==> config.mk <==
export PLATFORM = sky130hd
export DESIGN_NAME = lwqd_cost
export DESIGN_NICKNAME = d
export VERILOG_FILES = /design/src/rtl/core/assert_macros.svh /design/src/rtl/core/lwqd_pkg.sv /design/src/rtl/core/lwqd_cost.sv
export SDC_FILE = /design/constraint.sdc
export NUM_CORES = 1
export LEC_CHECK = 0
export BUFFER_PORTS_ARGS = -buffer_cell sky130_fd_sc_hd__buf_2
export CORE_UTILIZATION = 64
export CTS_CLUSTER_SIZE = 30
export DETAILED_ROUTE_END_ITERATION = 12
export GPL_ROUTABILITY_DRIVEN = 0
export PLACE_DENSITY = 0.88
export SLEW_MARGIN = 5
export SYNTH_ARGS = -nofsm -noshare
export SYNTH_HDL_FRONTEND = slang
export SYNTH_SLANG_ARGS = --single-unit
==> constraint.sdc <==
create_clock -name clk_i -period 10.8 [get_ports clk_i]
set_clock_uncertainty 0.2 [all_clocks]
set_input_delay 2.16 -clock clk_i [delete_from_list [all_inputs] [get_ports clk_i]]
set_output_delay 2.16 -clock clk_i [all_outputs]
set_load 0.1 [all_outputs]
==> src/rtl/core/assert_macros.svh <==
// Assertion macros shared by the RTL of the dispatcher
`ifndef ASSERT_MACROS_SVH
`define ASSERT_MACROS_SVH

// antecedent implies consequent in the same cycle
`define LWQD_ASSERT_SAME(lbl, ante, cons) \
  lbl: assert property (@(posedge clk_i) disable iff (!rst_ni) (ante) |-> (cons)) \
    else $error("lwqd: %s", "same-cycle check failed");

// antecedent implies consequent in the next cycle
`define LWQD_ASSERT_NEXT(lbl, ante, cons) \
  lbl: assert property (@(posedge clk_i) disable iff (!rst_ni) (ante) |=> (cons)) \
    else $error("lwqd: %s", "next-cycle check failed");

`endif

==> src/rtl/core/lwqd_pkg.sv <==
// Types and constants of the least-work queue dispatcher
package lwqd_pkg;

  localparam logic [1:0] ACT_OPEN   = 2'd0;
  localparam logic [1:0] ACT_CLOSE  = 2'd1;
  localparam logic [1:0] ACT_ARRIVE = 2'd2;
  localparam logic [1:0] ACT_REPORT = 2'd3;

  localparam logic CFG_SCAN = 1'b0;
  localparam logic CFG_PAY  = 1'b1;

  localparam logic [7:0]  SCAN_RESET = 8'd5;
  localparam logic [7:0]  PAY_RESET  = 8'd5;
  localparam logic [23:0] PEND_MAX   = 24'hFFFFFF;

  typedef struct packed {
    logic [1:0]  action;
    logic [2:0]  queue_id;
    logic [15:0] gap_time;
    logic [9:0]  job_items;
  } in_t;

  typedef struct packed {
    logic [2:0]  target_queue;
    logic        queue_open;
    logic [6:0]  job_count;
    logic [23:0] pending_time;
    logic        last;
  } out_t;

  typedef enum logic [3:0] {
    ST_IDLE,
    ST_OPEN,
    ST_CLOSE,
    ST_CLOSE_RD,
    ST_CLOSE_DATA,
    ST_DRAIN_SUB,
    ST_DRAIN_STEP,
    ST_POP_RD,
    ST_POP_WR,
    ST_SEARCH,
    ST_PLACE,
    ST_EMIT
  } state_e;

endpackage

==> src/rtl/core/lwqd_cost.sv <==
// Job cost unit: item count times per-item time plus the fixed job overhead, registered
module lwqd_cost import lwqd_pkg::*; (
  input  logic        clk_i,
  input  logic [9:0]  items_i,
  input  logic [7:0]  scan_i,
  input  logic [7:0]  pay_i,
  output logic [17:0] cost_o
);

  logic [17:0] cost_d, cost_q;

  assign cost_d = 18'(items_i) * 18'(scan_i) + 18'(pay_i);

  always_ff @(posedge clk_i) begin
    cost_q <= cost_d;
  end

  assign cost_o = cost_q;

endmodule

* Word level (Yosys, flattened, before mapping)
Cells that the tools add are included.
** Word-level totals
- Logic and storage cells :: 3
- Input bits :: 27
- Flip-flop bits (word level) :: 18
** Cells by class
- Add/sub/neg operators :: 1
- Multiply operators :: 1
** Operators by type and width (count)
- $add 18x8->18 :: 1
- $mul 10x8->18 :: 1

* Depth between registers and ports, before layout
- Word-level depth :: 2
- Depth in mapped cells :: 16
- Mapped depth without buffers :: 15

* Worst setup path before layout
No wires, ideal clock.
- Path kind :: input port to flip-flop
- Start point :: input port scan_i[1]
- End point :: register cost_q[17] (netlist: cost_o[17])
- Setup time :: 103 ps
- Arrival time :: 6083 ps
- Stages :: 15
- Slack :: 4413 ps
- Cell sequence :: clkbuf_1 nand2_1 fa_1 inv_1 fa_1 fa_1 inv_1 fa_1 inv_1 ha_1 a21o_1 a221oi_2 o21ai_2 mux2i_1 a2111oi_2
** Between the ends
- Longest elaborated chain between the ends :: 2
** RTL lines
- from (decl) :: line lwqd_cost.sv:5 : input logic [7:0] scan_i,
- $mul 10x8->18 :: line lwqd_cost.sv:12 : assign cost_d = 18'(items_i) * 18'(scan_i) + 18'(pay_i);
- $add 18x8->18 :: line lwqd_cost.sv:12
- via cost_d[17] :: line lwqd_cost.sv:10 : logic [17:0] cost_d, cost_q;
- to (signal assigned) :: line lwqd_cost.sv:15 : cost_q <= cost_d;
- to (decl) :: line lwqd_cost.sv:10
The timed path passes the listed nets, and every way through them passes these cells.

* Worst setup path in the final report
- Start point :: input port scan_i[4]
- End point :: register cost_q[17] (netlist: cost_o[17])
Same word-level chain as after synthesis.

==> metrics.txt <==
setup bufs post-CTS=0; Yosys reg bits=18; Leak=1.98 nW; CTS Buf Count=3; Arr. time, crit path=6.36 ns; yosys warns=0; clock share of power=4.7%; Post-Syn Instances=360; kind of critical path=in -> reg; worst relative slew slack=65.0%; Wirelength per Cell=12.7 um; Die H=73.1 um; hold_ws=1.95 ns; Worst Path Required=10.75 ns; Clock Path Buffers=2; CTS tree=built; sequential-to-total area share from yosys stat=11.1%; Vias per Instance=5.28; Std-Cell Rows=25; syn_nets=483; net switching power=548 uW; Area Growth Syn to Fin=10.4%; DRT Wirelength=5990 um; FF+latch area=360 um^2; Pins Over Slew Limit=0; Remaining DRCs=0; gr usage total=24.5%; die width=73.1 um; total power=926 uW; status=completed; CP delay by family, top=adder cells; initial drt markers=124; antenna-violating nets left=0; fin nets=530; Initial DRT Pass Iterations=4; Flop pwr share=11.8%; Setup-failing EPs final=0; Crit-path slowest cell=fa_1; layout cells sized above 1=12.8%; fin crit share=59.3%; Comb pwr share=83.5%; RSZ-0062 raised after global routing=false; TritonCTS Sinks=18; Worst path max stage delay=0.53 ns; Int Pwr=378 uW; H-tree depth=1; Final Hold Violating Endpoints=0; WP buf/inv=4; Avg Cell Area, Syn=8.98 um^2; vias in the first global route=2411; Max VDD drop=272 uV; port buffer count=44; area of the multi-input gates=2530 um^2; Core ar.=4790 um^2; Crit Path Max Fanout=10; grt ovf=0; Period minus WS final=6.41 ns; worst slew pin tran=0.524 ns; largest net degree at the start of global routing=11; root buf cell=clkbuf_8; max-cap viol count=0; first-pass GRT wire length=10000 um; Worst-path clk slew=0.06 ns; post_cts resized=0; Unique masters post-synth=34; Final HPWL DP=5260 um; worst min path class=in -> reg; fmax=156 MHz; power density over the cells=259 nW/um^2; initial antenna violation count=0; cts hold-fix bufs=0; setup TNS=0 ns; Switching Share=59.2%; worst-path cell chain=buf_2, nand2_1, fa_1, fa_1, inv_1, fa_1, inv_1, fa_1, inv_1, ha_1, a21o_1, a221oi_2, o21ai_2, mux2i_1, a2111oi_2; die footprint=5340 um^2; max FFs per register=18; initial core utilization=67.6%; # fillers=376; Vias=2491; CP Launch Type=input pin; # diodes=0; Mapped Area=3230 um^2; crit end category=flop; I/O pin count=45; crit-path most repeated cell=fa_1
-- worst paths after layout --
check                  from         end  slack, ns  cells past startpoint
setup / recovery  scan_i[4]  cost_o[17]       4.39                     15
hold / removal     pay_i[0]   cost_o[0]       1.95                      2
-- layout by cell type (no fill, tap or decap) --
cell type | netlist | routed
nor2_1 | 7 | 7
o21ai_1 | 1 | 1
a31oi_1 | 1 | 1
a2111oi_2 | 1 | 1
nand3_1 | 1 | 1
o21a_1 | 1 | 1
mux2i_1 | 1 | 1
nand4b_1 | 1 | 1
a21boi_2 | 1 | 1
and3_1 | 4 | 4
a21oi_1 | 12 | 12
a21o_1 | 3 | 3
xor2_1 | 3 | 3
o211ai_1 | 2 | 2
fa_1 | 56 | 56
nor3_1 | 3 | 3
a221oi_2 | 1 | 1
o21ai_2 | 1 | 1
xnor2_1 | 8 | 8
nand2b_1 | 1 | 1
nand4_1 | 1 | 1
nand2_1 | 37 | 37
or4_1 | 1 | 1
nor2b_1 | 2 | 2
ha_1 | 40 | 40
o311ai_1 | 1 | 1
and2_1 | 51 | 51
inv_1 | 90 | 90
or3_1 | 2 | 2
nor4b_2 | 1 | 1
dfxtp_1 | 18 | 18
buf_2 | 0 | 44
clkbuf_8 | 0 | 3
o21bai_1 | 1 | 1
o21ai_0 | 4 | 4
-- power by group through the flow --
| stage | logic [mW] | clock network (mW) | registers (mW) |
|---|---|---|---|
| detailed placement | 0.777 | 0 | 0.111 |
| floorplan | 0.419 | 0 | 0.337 |
| global placement | 0.759 | 0 | 0.112 |
| global route | 0.849 | 0.0480 | 0.112 |
| finish | 0.774 | 0.0432 | 0.110 |
| CTS | 0.781 | 0.0449 | 0.110 |
-- cell usage after synthesis --
cell | instances | area, um^2
a2111oi_2 | 1 | 15.0
a21boi_2 | 1 | 11.3
a21o_1 | 3 | 22.5
a21oi_1 | 12 | 60.1
a221oi_2 | 1 | 15.0
a31oi_1 | 1 | 6.26
and2_1 | 51 | 319
and3_1 | 4 | 25.0
clkbuf_1 | 2 | 7.51
dfxtp_1 | 18 | 360
fa_1 | 56 | 1120
ha_1 | 40 | 500
inv_1 | 90 | 338
mux2i_1 | 1 | 10.0
nand2_1 | 37 | 139
nand2b_1 | 1 | 6.26
nand3_1 | 1 | 5.00
nand4_1 | 1 | 6.26
nand4b_1 | 1 | 8.76
nor2_1 | 7 | 26.3
nor2b_1 | 2 | 12.5
nor3_1 | 3 | 15.0
nor4b_2 | 1 | 15.0
o211ai_1 | 2 | 15.0
o21a_1 | 1 | 7.51
o21ai_0 | 4 | 20.0
o21ai_1 | 1 | 5.00
o21ai_2 | 1 | 8.76
o21bai_1 | 1 | 7.51
o311ai_1 | 1 | 8.76
or3_1 | 2 | 12.5
or4_1 | 1 | 7.51
xnor2_1 | 8 | 70.1
xor2_1 | 3 | 26.3
-- layout make-up --
class / instances / area share [%]
multi-input cells: 250 / 70.8
flip-flops and latches: 18 / 10.1
inverters: 90 / 9.46
repair buffers: 44 / 6.16
well taps: 67 / 2.35
clock buffers: 3 / 1.16
-- metrics by stage --
| step | utilization (%) | setup slack, ns | instance area (um^2) | cells |
|---|---|---|---|---|
| 3_3_place_gp | 73.8 | 4.27 | 3530 | 469 |
| 6_report | 74.6 | 4.39 | 3570 | 472 |
| 3_5_place_dp | 73.8 | 4.14 | 3530 | 469 |
| 5_1_grt | 74.6 | 4.13 | 3570 | 472 |
| 2_1_floorplan | - | 4.41 | 3230 | 360 |
| 4_1_cts | 74.6 | 4.39 | 3570 | 472 |
-- cells by family after synthesis --
logic type | after synthesis | synth area share, %
AOI/OAI and AO/OA | 30 | 6.27
xor gates and xnor gates | 11 | 2.98
buffers and inverters | 92 | 10.7
muxes | 1 | 0.309
DFF | 18 | 11.1
adders and majority gates | 96 | 50.1
and+or+nand+nor | 112 | 18.5
-- per-layer routing --
layer / vias to the layer above / wire length (um) / track usage, %
met1: 1235 / 2220 / 27.9
met2: 63 / 3400 / 46.3
met3: 15 / 244 / 3.87
li1: 1178 / - / -
met4: 0 / 131 / 7.84
met5: - / 0 / 0
Note: power is estimated with default switching activity, not from simulation.
